===== src/design/per_cpu_page_allocator_assert.svh =====
// Assertion macros used by the top-level file of this block.
`ifndef PER_CPU_PAGE_ALLOCATOR_ASSERT_SVH
`define PER_CPU_PAGE_ALLOCATOR_ASSERT_SVH

// Same-cycle implication, checked at every rising edge outside reset.
`define PCPA_ASSERT_IMPL(label, ante, cons, msg) \
  label: assert property (@(posedge clk) disable iff (!rst_n) (ante) |-> (cons)) \
    else $error(msg);

// Next-cycle implication, checked at every rising edge outside reset.
`define PCPA_ASSERT_NEXT(label, ante, cons, msg) \
  label: assert property (@(posedge clk) disable iff (!rst_n) (ante) |=> (cons)) \
    else $error(msg);

`endif


===== src/design/pcpa_pkg.sv =====
package pcpa_pkg;

  // Sizing of the managed area.
  localparam int NUM_PAGES  = 32768;
  localparam int NUM_CPUS   = 8;
  localparam int PAGE_BYTES = 4096;

  // Field widths.
  localparam int ADDR_W     = 56;
  localparam int ACTION_W   = 2;
  localparam int CPU_IN_W   = 3;
  localparam int STATUS_W   = 2;
  localparam int CFG_IDX_W  = 8;

  // Derived widths.
  localparam int PAGE_SHIFT = $clog2(PAGE_BYTES);
  localparam int PN_W       = ADDR_W - PAGE_SHIFT + 1;
  localparam int PG_W       = $clog2(NUM_PAGES);
  localparam int LINK_W     = $clog2(NUM_PAGES + 1);
  localparam int CPU_W      = (NUM_CPUS > 1) ? $clog2(NUM_CPUS) : 1;

  // Command queue between the classifier and the executor.
  localparam int QDEPTH     = 2;
  localparam int QPTR_W     = (QDEPTH > 1) ? $clog2(QDEPTH) : 1;
  localparam int QCNT_W     = $clog2(QDEPTH + 1);

  // Register indexes.
  localparam logic [CFG_IDX_W-1:0] REG_BASE = CFG_IDX_W'(0);
  localparam logic [CFG_IDX_W-1:0] REG_TOP  = CFG_IDX_W'(1);

  // Register reset values.
  localparam logic [ADDR_W-1:0] BASE_RESET = ADDR_W'(64'h0000_0000_8000_0000);
  localparam logic [ADDR_W-1:0] TOP_RESET  = ADDR_W'(64'h0000_0000_8800_0000);
  localparam logic [PN_W-1:0]   PB_RESET   =
    PN_W'((64'(BASE_RESET) + 64'(PAGE_BYTES - 1)) >> PAGE_SHIFT);

  // Request actions.
  localparam logic [ACTION_W-1:0] ACT_ALLOC = 2'd0;
  localparam logic [ACTION_W-1:0] ACT_FREE  = 2'd1;
  localparam logic [ACTION_W-1:0] ACT_INIT  = 2'd2;

  // Result status codes.
  localparam logic [STATUS_W-1:0] STAT_OK  = 2'd0;
  localparam logic [STATUS_W-1:0] STAT_OOM = 2'd1;
  localparam logic [STATUS_W-1:0] STAT_BAD = 2'd2;

  // Command kinds after classification.
  localparam logic [2:0] CMD_ALLOC = 3'd0;
  localparam logic [2:0] CMD_FREE  = 3'd1;
  localparam logic [2:0] CMD_INIT  = 3'd2;
  localparam logic [2:0] CMD_NOP   = 3'd3;
  localparam logic [2:0] CMD_BAD   = 3'd4;

  // One classified request.
  typedef struct packed {
    logic [2:0]        kind;
    logic [CPU_W-1:0]  cpu;
    logic [PG_W-1:0]   idx;
    logic [LINK_W-1:0] npg;
    logic [PN_W-1:0]   pb_pg;
  } cmd_t;

  // Queue fill status.
  typedef struct packed {
    logic full;
    logic empty;
  } qstat_t;

  // Executor status.
  typedef struct packed {
    logic idle;
    logic in_init;
  } bstat_t;

endpackage


===== src/design/pcpa_queue.sv =====
module pcpa_queue import pcpa_pkg::*; (
  input  logic   clk,
  input  logic   rst_n,
  input  logic   push,
  input  cmd_t   push_cmd,
  input  logic   pop,
  output cmd_t   pop_cmd,
  output qstat_t qstat
);

  cmd_t              entry_r [QDEPTH];
  logic [QPTR_W-1:0] wr_ptr_r, wr_ptr_nxt;
  logic [QPTR_W-1:0] rd_ptr_r, rd_ptr_nxt;
  logic [QCNT_W-1:0] cnt_r, cnt_nxt;

  assign qstat.full  = (cnt_r == QCNT_W'(QDEPTH));
  assign qstat.empty = (cnt_r == '0);
  assign pop_cmd     = entry_r[rd_ptr_r];

  // Pointer and fill count update.
  always_comb begin
    wr_ptr_nxt = wr_ptr_r;
    rd_ptr_nxt = rd_ptr_r;
    cnt_nxt    = cnt_r;
    if (push) begin
      wr_ptr_nxt = (wr_ptr_r == QPTR_W'(QDEPTH - 1)) ? '0 : wr_ptr_r + QPTR_W'(1);
    end
    if (pop) begin
      rd_ptr_nxt = (rd_ptr_r == QPTR_W'(QDEPTH - 1)) ? '0 : rd_ptr_r + QPTR_W'(1);
    end
    if (push && !pop) begin
      cnt_nxt = cnt_r + QCNT_W'(1);
    end else if (pop && !push) begin
      cnt_nxt = cnt_r - QCNT_W'(1);
    end
  end

  always_ff @(posedge clk) begin
    if (!rst_n) begin
      wr_ptr_r <= '0;
      rd_ptr_r <= '0;
      cnt_r    <= '0;
    end else begin
      wr_ptr_r <= wr_ptr_nxt;
      rd_ptr_r <= rd_ptr_nxt;
      cnt_r    <= cnt_nxt;
    end
  end

  // Entry storage needs no reset.
  always_ff @(posedge clk) begin
    if (push) begin
      entry_r[wr_ptr_r] <= push_cmd;
    end
  end

endmodule


===== config.mk =====
export PLATFORM = sky130hd
export DESIGN_NAME = pcpa_queue
export DESIGN_NICKNAME = d
export VERILOG_FILES = /design/src/design/per_cpu_page_allocator_assert.svh /design/src/design/pcpa_pkg.sv /design/src/design/pcpa_queue.sv
export SDC_FILE = /design/constraint.sdc
export NUM_CORES = 1
export LEC_CHECK = 0
export ABC_CLOCK_PERIOD_IN_PS = 6600
export BUFFER_PORTS_ARGS = -buffer_cell sky130_fd_sc_hd__buf_2
export CAP_MARGIN = 25
export CORE_UTILIZATION = 52
export CTS_BUF_LIST = sky130_fd_sc_hd__clkbuf_16
export CTS_CLUSTER_DIAMETER = 80
export DETAILED_ROUTE_END_ITERATION = 8
export PLACE_DENSITY_LB_ADDON = 0.15
export SYNTH_ARGS = -nofsm -noshare
export SYNTH_HDL_FRONTEND = slang
export SYNTH_SLANG_ARGS = --single-unit

===== constraint.sdc =====
create_clock -name clk -period 6.6 [get_ports clk]
set_input_delay 1.32 -clock clk [delete_from_list [all_inputs] [get_ports clk]]
set_output_delay 1.32 -clock clk [all_outputs]
set_load 0.02 [all_outputs]

==> results.md, run 1 <==
Run status:
- The run finished with clean final reports.

Global routing:
- The routing layer with the top usage in global route is met2.
- The global-route track usage on met3 is 0.0689.
- In the global route stage, met2 resource usage came out at 0.297.
- In the global route stage, met1 resource usage came out at 0.207.
- The wire length of the first global-routing pass is 16.4 mm.
- The maximum number of pins on one net before global-route repair is 47.
- The number of global-route vias before repair is 3337.
- The all-layer global routing usage is 0.181.
- Summed over all layers, the global routing overflow is 0.
- The number of antenna violations at the first check in global routing is 0.

Layout:
- Measured on the finished design, the core utilization comes to 0.675.
- The final layout contains 548 nets.
- The count of non-filler cells in the finished layout is 617.
- The share of post-route cells with drive strength above 1 is 0.599.
- The post-synthesis to final-layout area growth is 25.5%.
- The number of diodes added for antenna fixing is 0.

STA:
- The worst pin sits at a relative slew slack of 0.596.
- Setup repair after global routing left no endpoint under its margin.
- The final count of pins violating max slew is 0.
- Static timing analysis puts the maximum clock frequency at 0.303 GHz.
- The post-route fraction of the period consumed by the critical path is 0.499.
- The post-layout minimum cycle time is 3.29 ns.
- The final critical-path setup slack is 3.31 ns.
- Summed over all failing endpoints, the final setup total negative slack is 0 ns.
- The final number of setup-violating endpoints is 0.
- The transition time at the pin with the least slew margin is 0.605 ns.
- The number of hold-slack violations in the final timing report is 0.
- The clock skew is 0.00490 ns.

Drt:
- For this block, the initial DRC count from the detailed router was 156.
- The routed via count divided by cell count is 5.05.
- The count of nets left with antenna violations once routing finished came out at 0.
- Across all layers, the routed design uses 3114 vias.
- In the routed design, unresolved DRC markers number 0.
- Dividing the detail-routed wire length by the instance count gives 17.0 µm.
- The first detailed-routing pass took 4 iterations.
- The total routed wirelength is 10.5 mm.

Critical path:
- The largest single stage delay on the critical path is 0.68 ns.
- STA puts the critical path data required time at 5.28 ns.
- The setup check on the worst reg-to-reg path leaves a slack of 4.72 ns.
- The critical path contains buffers and inverters numbering 2 combined.
- The startpoint type of the worst setup path is a flip-flop.
- The largest individual stage delay along the critical path comes from the cell dfxtp_4.
- The largest driver fanout on the critical path is 46.
- STA classifies the critical path endpoint as an output pin.
- The family with the most delay on the worst path is flip-flops.
- The critical path goes through buf_16 -> mux2_2 -> buf_2.
- STA puts the critical path data arrival time at 1.97 ns.
- The category of the most critical setup path is flip-flop to output pin.

Power:
- Of the total power, the clock network draws 0.371.
- The cell internal power dissipation is 0.00190 W.
- The share of total power dissipated in sequential elements is 0.517.
- In this run the power density over the cells is 316 nW/µm².
- The maximum ir drop on the vdd rail is 0.203 mV.
- The switching part of the total is 0.222.
- The net switching power figure is 0.000542 W.
- For this design the static power due to leakage is 2.93 nW.
- The share of total power dissipated in combinational logic is 0.112.

Logic synthesis:
- The gate count of the mapped netlist is 277.
- Yosys printed 0 warnings.
- The share of the Yosys chip area taken by registers is 0.815.
- The number of different library cells in the post-synthesis netlist is 17.
- The post-synthesis cell area is 6160 µm².
- After synthesis the netlist holds a flip-flop and latch count of 169.
- The mean cell area of the mapped netlist is 22.3 µm².
- When the netlist entered floorplanning its net count stood at 364.

Floorplanning:
- The number of standard-cell rows in the floorplan is 39.
- The floorplan step set the die height to 111 µm.
- The number of I/O pins is 170.
- The area of the die is 12300 µm².
- The effective utilization at floorplan is 0.538.
- The area of the core is 11500 µm².
- The die outline width is 111 µm.

Clock network:
- The root buffer cell chosen for the clock tree is clkbuf_16.
- The total CTS buffers is 17.
- The number of gates resized after CTS was 0.
- In this run the number of H-tree levels came out at 4.
- Clock-pin slew was measured on the worst setup and hold paths at 0.06 ns.
- The clock net in this run drives a total of 169 sinks.
- The clock latency on the worst-skew pair is 0.42 ns.
- The number of buffers inserted for hold repair after clock tree synthesis is 0.
- The buffer levels on the longest clock path is 2.
- TritonCTS built the clock tree.
- The number of buffers added for setup after CTS is 0.

Flow run:
- The count of max-cap constraint violations is 0.

Placed design:
- Once detailed placement completed, the half-perimeter wirelength came to 6.89 mm.
- The congestion estimate from routability-driven global placement came to 0.681.
- The number of placed instances with taps included is 585.
- OpenSTA, run right after detailed placement, puts the worst setup slack at 3.57 ns.
- The number of buffers added on ports is 169.

Worst hold path:
- The min-delay analysis places its worst path in the category flip-flop to flip-flop.
-- area by class of cell --
type	count	area, µm²
clock buffer	17	425
tap	143	179
fill	787	3730
multi-input combinational	98	1050
clock inverter	15	118
inverter	1	3.75
sequential	169	5030
timing repair buffer	174	936
-- metal layers --
metal | wire length, µm | up-vias | part of all wire
met1 | 4170 | 1513 | 0.40
met4 | 230 | 0 | 0.022
li1 | - | 1467 | -
met5 | 0 | - | 0
met3 | 841 | 19 | 0.080
met2 | 5230 | 115 | 0.50
-- cells in the final DEF, fill, tap and decap left out, drive strengths merged --
| master | instances |
|---|---|
| buf | 174 |
| edfxtp | 164 |
| mux2 | 82 |
| clkbuf | 17 |
| clkinv | 10 |
| dfxtp | 5 |
| and2 | 4 |
| inv | 3 |
| xor2 | 2 |
| bufinv | 2 |
| nor2b | 2 |
| nor2 | 1 |
| and2b | 1 |
| xnor2 | 1 |
| o21a | 1 |
| o21ai | 1 |
| or3 | 1 |
| a21boi | 1 |
| ha | 1 |
| clkinvlp | 1 |
-- kinds of logic (layout without fill, tap and decap cells) --
| family | Yosys count | after routing | synth area share |
|---|---|---|---|
| adders and majority gates | 1 | 1 | 0.00203 |
| buffers and inverters | 10 | 207 | 0.0164 |
| DFF | 169 | 169 | 0.815 |
| muxes | 82 | 82 | 0.150 |
| and+or+nand+nor | 9 | 9 | 0.00913 |
| xor gates and xnor gates | 3 | 3 | 0.00426 |
| AOI/OAI and AO/OA | 3 | 3 | 0.00325 |
-- power by group through the flow --
| stage | clock [W] | sequential (W) | combinational [W] |
|---|---|---|---|
| after floorplan | 0 | 0.00128 | 0.000187 |
| after global placement | 0 | 0.00129 | 0.000254 |
| after detailed placement | 0 | 0.00129 | 0.000277 |
| after CTS | 0.000926 | 0.00126 | 0.000278 |
| after global routing | 0.000964 | 0.00127 | 0.000293 |
| final | 0.000906 | 0.00126 | 0.000274 |
-- registers in the layout (all words and copies together), names as in the netlist, named ones only --
signal and count:
cnt_r 2, entry_r 164, rd_ptr_r 1, wr_ptr_r 1
-- final timing paths --
check            start        endpoint  cells past startpoint
min reg2reg   cnt_r[1]        cnt_r[1]                      2
max          flip-flop     pop_cmd[53]                      3
min           cnt_r[1]        cnt_r[1]                      2
max reg2reg   wr_ptr_r  entry_r[0][45]                      3
-- through the flow --
stage,instance area (µm²),power (W),hold slack (ns)
floorplan,6160,0.00146,0.466
global placement,7120,0.00155,0.480
detailed placement,7200,0.00156,0.503
CTS,7740,0.00247,0.512
global route,7740,0.00252,0.552
finish,7740,0.00244,0.508
-- cells in the mapped netlist, drive strengths merged --
master	n	area share
edfxtp	164	0.80
mux2	82	0.15
buf	9	0.016
dfxtp	5	0.016
and2	4	0.0041
nor2b	2	0.0020
xor2	2	0.0028
a21boi	1	0.0012
and2b	1	0.0014
ha	1	0.0020
inv	1	0.00061
nor2	1	0.00061
o21a	1	0.0012
o21ai	1	0.00081
or3	1	0.0010
xnor2	1	0.0014
-- worst min-delay path, delay by kind of cell (launching register included) --
kind / cells / cell delay, ns
DFF: 1 / 0.33
AOI/OAI and AO/OA: 2 / 0.13
Power figures use the tool's default switching activity.
==> inputs of run 2 (changes only) <==
--- a/config.mk
+++ b/config.mk
@@ -5,7 +5,8 @@
 export SDC_FILE = /design/constraint.sdc
 export NUM_CORES = 1
 export LEC_CHECK = 0
-export ABC_CLOCK_PERIOD_IN_PS = 6600
+export ABC_AREA = 1
+export ABC_CLOCK_PERIOD_IN_PS = 3400
 export BUFFER_PORTS_ARGS = -buffer_cell sky130_fd_sc_hd__buf_2
 export CAP_MARGIN = 25
 export CORE_UTILIZATION = 52
==> constraint.sdc (replaced) <==
create_clock -name clk -period 3.4 [get_ports clk]
set_input_delay 0.68 -clock clk [delete_from_list [all_inputs] [get_ports clk]]
set_output_delay 0.68 -clock clk [all_outputs]
set_load 0.02 [all_outputs]
==> run 2 against run 1 <==
  * Worst hold slack got worse by 0.052 ns
  * Clock power rose by 93%
  * Largest cell class unchanged
  * Non-clock buffer count is the same
==> results.md, run 2 <==
Run status:
- The run finished with clean final reports.

Clock network:
- The maximum level of the CTS H-tree came to 4 (unchanged).
- The number of buffers added for setup after CTS is 0 (unchanged).
- The number of gates resized after cts is 0 (unchanged).
- The clock root buffer master is clkbuf_16.
- TritonCTS built the clock tree.
- The clock latency on the worst-skew pair came to 0.41 ns (about the same).
- The total CTS buffers came to 17 (unchanged).
- The number of buffers inserted for hold repair after clock tree synthesis came to 0 (unchanged).
- The clock edge transition at the registers on the reported setup and hold paths was 0.06 ns (about the same).
- The sink count of the clock tree was 169 (unchanged).
- The buffer levels on the longest clock path is 2 (unchanged).

Global routing:
- The number of antenna violations at the first check in global routing came to 1 (+1).
- The number of global-route vias before repair was 3243 (-2.8%).
- The maximum number of pins on one net before global-route repair is 83 (+77%).
- The all-layer global routing usage came to 0.171 (-0.00987).
- The wire length of the first global-routing pass is 16.0 mm (-2.9%).
- The final global-route overflow total is 0 (unchanged).

Logic synthesis:
- The proportion of synthesized area in mux cells is 0.187 (+0.0371).
- The gate count of the mapped netlist is 290 (+4.7%).
- The simple-gate share of the synthesized area is 0.0115 (+0.00233).
- For this run, the leading register cell type out of synthesis is edfxtp_1.
- The count of state elements after synthesis is 169 (unchanged).
- The fraction of synthesis flops using an asynchronous set or reset pin was 0 (unchanged).
- The number of different library cells in the post-synthesis netlist is 14 (-3).
- The adder-cell share of the synthesized area was 0.00191 (-0.000119).
- The mean cell area of the mapped netlist was 22.6 µm² (+1.4%).
- The synthesized netlist net count was 377 (+3.6%).
- The post-synthesis cell area is 6550 µm² (+6.2%).
- The main combinational cell family by area after synthesis is multiplexers.
- In the post-synthesis netlist, the cell with the most instances is edfxtp_1.
- The count of yosys warnings during synthesis is 0 (unchanged).
- The post-synthesis compound-gate area fraction was 0.00153 (-0.00172).
- The number of enable-type register cells in the synthesized netlist is 164 (unchanged).
- The share of synthesized area occupied by flip-flops and latches is 0.767 (-0.0477).
- The cell taking the most area after synthesis is edfxtp_1.
- The area share of the largest cell type after synthesis is 0.752 (-0.0467).
- The xor and xnor fraction of the mapped netlist area is 0 (-0.00426).
- By area the synthesized netlist is led by edfxtp_1, mux2_4, buf_12.
- By count the netlist is led by edfxtp_1, mux2_4, nor2_1.

Floorplanning:
- The area of the die is 13000 µm² (+6.1%).
- The number of I/O pins is 170 (unchanged).
- The die outline width is 114 µm (+3.0%).
- The area of the core is 12200 µm² (+6.1%).
- The effective utilization at floorplan is 0.538 (+0.000786).
- The number of standard-cell rows in the floorplan was 40 (+2.6%).
- The vertical die dimension is 114 µm (+3.0%).

Layout:
- The total number of nets in the final design is 561 (+2.4%).
- The register with the highest flop count is entry_r.
- The number of diodes added for antenna fixing was 0 (unchanged).
- The largest registers in the layout are entry_r (164), cnt_r (2).
- The share of post-route cells with drive strength above 1 was 0.584 (-0.0148).
- Leaving out fill and tap cells, the most frequent cell in the layout is buf_2.
- The count of non-filler cells in the finished layout is 654 (+6.0%).
- The number of flip-flops in the largest register is 164 (unchanged).
- Leaving out fill and tap cells, the most frequent cells in the layout are buf_2, edfxtp_1, mux2_4.
- From synthesis to final layout, the design area changed by 23.0%.
- The final standard cell utilization of the core is 0.662 (-0.0129).

STA:
- The number of hold-slack violations in the final timing report is 0 (unchanged).
- The clock skew is 0.00415 ns (-0.000754 ns).
- Setup repair after global routing left no endpoint under its margin.
- The tightest slew margin relative to the limit is 0.674 (+0.0770).
- The post-route fraction of the period consumed by the critical path is 0.782.
- After layout, the minimum clock period comes to 2.66 ns.
- The sum of negative setup slack is 0 ns (unchanged).
- The highest attainable clock frequency is 0.376 GHz.
- The transition time at the pin with the least slew margin came to 0.490 ns (-0.116 ns).
- The final count of pins violating max slew is 0 (unchanged).
- The final number of setup-violating endpoints is 0 (unchanged).

Drt:
- The count of antenna-violating nets left after detailed routing is 0 (unchanged).
- The routed via count divided by cell count is 4.84 (-4.0%).
- The detailed-route via count came to 3168 (+1.7%).
- The first-iteration detailed-routing DRC count is 152 (-2.6%).
- The DRC violation count after routing was 0 (unchanged).
- The routed wirelength normalized by instance count is 16.3 µm (-3.8%).
- The total routed wirelength came to 10.7 mm (+2.0%).
- The number of iterations in the first detailed-routing pass is 4 (unchanged).

Power:
- The cell leakage power is 3.26 nW (+11%).
- The power density normalized to cell area is 589 nW/µm² (+87%).
- The total power is 0.00474 W (+94%).
- The maximum ir drop on the vdd rail was 0.348 mV (+71%).

Placed design:
- The final weighted congestion in routability-driven placement is 0.691 (+1.5%).
- The half-perimeter wire length after placement is 6.93 mm (+0.61%).
- The number of buffers added on ports came to 169 (unchanged).
- The number of placed instances with taps included is 623 (+6.5%).

Flow run:
- The count of max-cap constraint violations is 0 (unchanged).

Critical path:
- The cell type of the slowest stage on the worst timing path is dfxtp_4.
- The startpoint type of the worst setup path is a flip-flop.
- The data arrival time of the critical path is 1.98 ns (about the same).
- The largest stage delay on the critical path is 0.55 ns (-0.13 ns).
- The largest driver fanout on the critical path is 27 (-41%).
- The data required time at the worst endpoint is 2.72 ns (-2.56 ns).
- The category of the most critical setup path is flip-flop to output pin.
- The critical path goes through buf_4 -> mux2_4 -> buf_2.
- STA classifies the critical path endpoint as an output pin.

Worst hold path:
- The type of the tightest min-delay check is primary input to flip-flop.
run 2: cell count changes after synthesis, sizes merged, moves of 2 or more:
cell	previous run	this run
xor2	2	0
inv	1	8
nand2	0	8
nor2b	2	0
nor2	1	9
and2	4	0
run 2: cells by family (layout without fill, tap and decap cells):
logic type | after synthesis | after routing
AO/OA/AOI/OAI | 2 | 2
adder cells (fa/ha/maj) | 1 | 1
buffers and inverters | 17 | 213
flip-flops | 169 | 169
multiplexers | 82 | 82
AND/OR/NAND/NOR | 19 | 19
run 2: through the flow:
step           hold WS, ns  setup slack, ns  instance area, µm²
4_1_cts              0.437            0.700                8050
2_1_floorplan        0.463            0.143                6550
5_1_grt              0.439            0.650                8050
3_5_place_dp         0.496             1.15                7510
6_report             0.456            0.742                8050
3_3_place_gp         0.477             1.17                7510
run 2: report_power, final:
part | leakage (nW) | internal (W) | switching, W
clock | 0.274 | 0.00105 | 0.000699
combinational | 1.40 | 0.000246 | 0.000295
sequential | 1.58 | 0.00241 | 0.0000361
run 2: layout make-up:
cell class,instances,area [µm²]
fill,863,4110
multi-input combinational,104,1330
timing repair buffer,174,908
clock inverter,14,118
clock buffer,17,425
tap,168,210
inverter,8,31.3
sequential,169,5030
run 2: worst paths after layout:
path	startpoint	endpoint	slack [ns]	cells past startpoint
worst max register to register	wr_ptr_r	entry_r[1][72]	1.75	3
worst max-delay path	flip-flop	pop_cmd[49]	0.74	3
worst min-delay path	push_cmd[5]	entry_r[1][5]	0.46	1
worst min register to register	rd_ptr_r	flip-flop	0.51	2
run 2: worst max-delay path, delay by kind of cell, from the launching register on:
family                 cells  cell delay (ns)
buffers and inverters      2             0.67
DFF                        1             0.55
muxes                      1             0.34
run 2: per-layer routing:
layer | routed length (µm) | GRT usage | share of wire
met1 | 4200 | 0.188 | 0.39
met5 | 0 | 0 | 0
met2 | 5420 | 0.288 | 0.51
met4 | 199 | 0.0848 | 0.019
met3 | 861 | 0.0678 | 0.081
==> inputs of run 3 (changes only) <==
--- a/config.mk
+++ b/config.mk
@@ -5,11 +5,11 @@
 export SDC_FILE = /design/constraint.sdc
 export NUM_CORES = 1
 export LEC_CHECK = 0
-export ABC_AREA = 1
-export ABC_CLOCK_PERIOD_IN_PS = 3400
+export ABC_AREA = 0
+export ABC_CLOCK_PERIOD_IN_PS = 2400
 export BUFFER_PORTS_ARGS = -buffer_cell sky130_fd_sc_hd__buf_2
 export CAP_MARGIN = 25
-export CORE_UTILIZATION = 52
+export CORE_UTILIZATION = 47
 export CTS_BUF_LIST = sky130_fd_sc_hd__clkbuf_16
 export CTS_CLUSTER_DIAMETER = 80
 export DETAILED_ROUTE_END_ITERATION = 8
==> constraint.sdc (replaced) <==
create_clock -name clk -period 2.4 [get_ports clk]
set_input_delay 0.48 -clock clk [delete_from_list [all_inputs] [get_ports clk]]
set_output_delay 0.48 -clock clk [all_outputs]
set_load 0.02 [all_outputs]
==> run 3 against run 2 <==
  * Via count is 1.6% lower
  * Sequential share of layout area is 1.5 points higher
  * Critical path depth stayed put
  * Design area is 2.3% lower
  * Worst setup slack worse by 0.59 ns
  * Highest routed layer unchanged
==> results.md, run 3 (synthesis gave the netlist of run 1 again) <==
STA:
- The final hold slack came to 0.251 ns (-0.206 ns).
- The transition time at the pin with the least slew margin is 0.610 ns (+0.120 ns).
- The tightest slew margin relative to the limit is 0.594 (-0.0799).
- Static timing analysis puts the maximum clock frequency at 0.445 GHz.
- The number of hold-slack violations in the final timing report is 0 (unchanged).
- The post-layout minimum cycle time is 2.25 ns.
- The clock skew was 0.00459 ns (+0.000437 ns).
- The sum of negative setup slack was 0 ns (unchanged).
- The final count of pins violating max slew came to 0 (unchanged).
- The post-route fraction of the period consumed by the critical path is 0.936.
- Setup repair after global routing left no endpoint under its margin.
- The final number of setup-violating endpoints is 0 (unchanged).

Global routing:
- The global-route track usage on met3 is 0.0685 (+0.000740).
- The global routing met1 resource utilization is 0.175 (-0.0122).
- The routing layer with the top usage in global route is met2.
- The fraction of met2 tracks used by global routing is 0.245 (-0.0435).
- The all-layer global routing usage was 0.154 (-0.0166).
- The number of antenna violations at the first check in global routing came to 0 (-1).
- The wire length of the first global-routing pass was 15.0 mm (-6.1%).
- The number of global-route vias before repair is 3041 (-6.2%).
- The maximum number of pins on one net before global-route repair was 51 (-39%).
- The final global-route overflow total came to 0 (unchanged).

Clock network:
- The number of buffers inserted for hold repair after clock tree synthesis is 0 (unchanged).
- The clock tree from TritonCTS is done.
- The number of buffers added for setup after CTS is 0 (unchanged).
- The clock edge transition at the registers on the reported setup and hold paths is 0.06 ns (about the same).
- The clock latency on the worst-skew pair is 0.42 ns (about the same).
- The buffer levels on the longest clock path is 2 (unchanged).
- The maximum level of the CTS H-tree was 4 (unchanged).
- The tree is rooted in a clkbuf_16.
- The sink count of the clock tree is 169 (unchanged).
- The number of gates resized after cts came to 0 (unchanged).
- The total CTS buffers is 17 (unchanged).

Layout:
- The top cell types in the final layout, fill and taps aside, are buf_2, edfxtp_1, mux2_2.
- The library cell used most frequently in the layout, excluding fill and tap cells, is buf_2.
- The area of all placed cells without fillers came to 7870 µm² (-2.3%).
- In the final layout, the registers with the most flip-flops are entry_r (164), cnt_r (2).
- The number of flip-flops in the largest register is 164 (unchanged).
- The share of post-route cells with drive strength above 1 is 0.603 (+0.0190).
- entry_r holds more flip-flops than any other register.
- The count of non-filler cells in the finished layout was 647 (-1.1%).
- Relative to the synthesized area, the layout overhead comes to 27.6%.
- The total number of nets in the final design is 549 (-2.1%).

Drt:
- The detailed-route via count is 3118 (-1.6%).
- The routed wirelength normalized by instance count came to 16.0 µm (-2.1%).
- The number of iterations in the first detailed-routing pass is 4 (unchanged).
- The count of antenna-violating nets left after detailed routing is 0 (unchanged).
- The routed via count divided by cell count is 4.82 (-0.51%).
- The total routed wirelength came to 10.3 mm (-3.2%).
- The first-iteration detailed-routing DRC count is 192 (+26%).
- The DRC violation count after routing is 0 (unchanged).

Floorplanning:
- The effective utilization at floorplan is 0.485 (-0.0538).
- The vertical die dimension is 117 µm (+2.0%).
- The area of the die is 13600 µm² (+4.1%).
- The die outline width is 117 µm (+2.0%).
- The number of standard-cell rows in the floorplan is 41 (+2.5%).
- The number of I/O pins is 170 (unchanged).
- The area of the core is 12700 µm² (+4.6%).

Critical path:
- The data arrival time of the critical path is 1.77 ns (-0.21 ns).
- The worst setup path is launched from a flip-flop.
- The number of buffer and inverter stages on the critical path is 2 (unchanged).
- The largest stage delay on the critical path is 0.42 ns (-0.13 ns).
- The largest driver fanout on the critical path is 36 (+33%).
- The data required time at the worst endpoint is 1.92 ns (-0.80 ns).
- The category of the most critical setup path is flip-flop to output pin.
- The capturing element type of the critical path is an output pin.
- The family with the most delay on the worst path is buffers and inverters.
- Among all stages on the critical path, the largest delay is contributed by buf_4.
- The critical path goes through buf_4 -> mux2_2 -> buf_2.

Power:
- The switching part of the total came to 0.209 (-0.00850).
- The cell internal power dissipation is 0.00565 W (+52%).
- The net switching power figure was 0.00149 W (+45%).
- The total power is 0.00714 W (+51%).
- The sequential fraction of design power is 0.483 (-0.033).
- The maximum ir drop on the vdd rail is 0.486 mV (+40%).
- The combinational fraction of design power is 0.108 (-0.006).
- The share of power burned in the clock network came to 0.410 (+0.040).
- The cell leakage power was 2.98 nW (-8.5%).
- The power density normalized to cell area is 908 nW/µm² (+54%).

Flow run:
- The count of max-cap constraint violations came to 0 (unchanged).

Placed design:
- The half-perimeter wire length after placement was 6.60 mm (-4.7%).
- The number of buffers added on ports is 169 (unchanged).
- The cell area after placement is 7220 µm² (-3.8%).
- The number of placed instances with taps included is 615 (-1.3%).
- The final weighted congestion in routability-driven placement was 0.664 (-4.0%).

Worst hold path:
- The type of the tightest min-delay check is primary input to flip-flop.

Run status:
- The flow ran to the end, and the final reports show no timing, DRC or antenna violations.
[run 3: cell count changes in the layout (fill, tap and decap cells not counted), sizes merged, moves of 2 or more]
cell	change
nor2b	+2
bufinv	+4
inv	-6
xor2	+2
nor2	-8
clkinvlp	-2
nand2	-8
clkinv	-3
and2	+4
[run 3: per-layer routing]
layer  vias up  share of wire
met5         -              0
met4         0          0.019
met3        17          0.089
met2       116           0.48
met1      1517           0.42
li1       1468              -
[run 3: worst reg2reg max path: cells and delay by family (launching register included)]
kind	cells	cell delay (ns)
buffers and inverters	1	0.51
flip-flops	1	0.34
AND/OR/NAND/NOR	1	0.12
[run 3: worst paths after layout]
| path | depth (start not counted) | end | slack (ns) | start |
|---|---|---|---|---|
| setup / recovery | 3 | pop_cmd[74] | 0.15 | flip-flop |
| hold / removal | 1 | entry_r[0][61] | 0.25 | push_cmd[61] |
| setup reg to reg | 2 | entry_r[0][36] | 1.04 | wr_ptr_r |
| hold reg to reg | 2 | cnt_r[1] | 0.53 | cnt_r[1] |
[run 3: layout make-up]
cell class | instances | area (µm²)
sequential | 169 | 5030
fill | 977 | 4860
multi-input combinational | 98 | 1050
timing repair buffer | 175 | 928
clock buffer | 17 | 425
tap | 172 | 215
clock inverter | 14 | 213
inverter | 1 | 3.75
antenna | 1 | 2.50
[run 3: through the flow]
| stage | worst slack [ns] | util |
|---|---|---|
| 2_1_floorplan | 0.239 | - |
| 3_3_place_gp | 0.568 | 0.568 |
| 3_5_place_dp | 0.559 | 0.568 |
| 4_1_cts | 0.103 | 0.618 |
| 6_report | 0.154 | 0.618 |
| 5_1_grt | 0.0607 | 0.618 |
[run 3: power by group through the flow]
stage / logic [W] / clock network (W) / registers [W]
final: 0.000769 / 0.00292 / 0.00345
after global routing: 0.000829 / 0.00308 / 0.00346
after CTS: 0.000784 / 0.00298 / 0.00345
after detailed placement: 0.000781 / 0 / 0.00351
after global placement: 0.000772 / 0 / 0.00350
after floorplan: 0.000515 / 0 / 0.00350
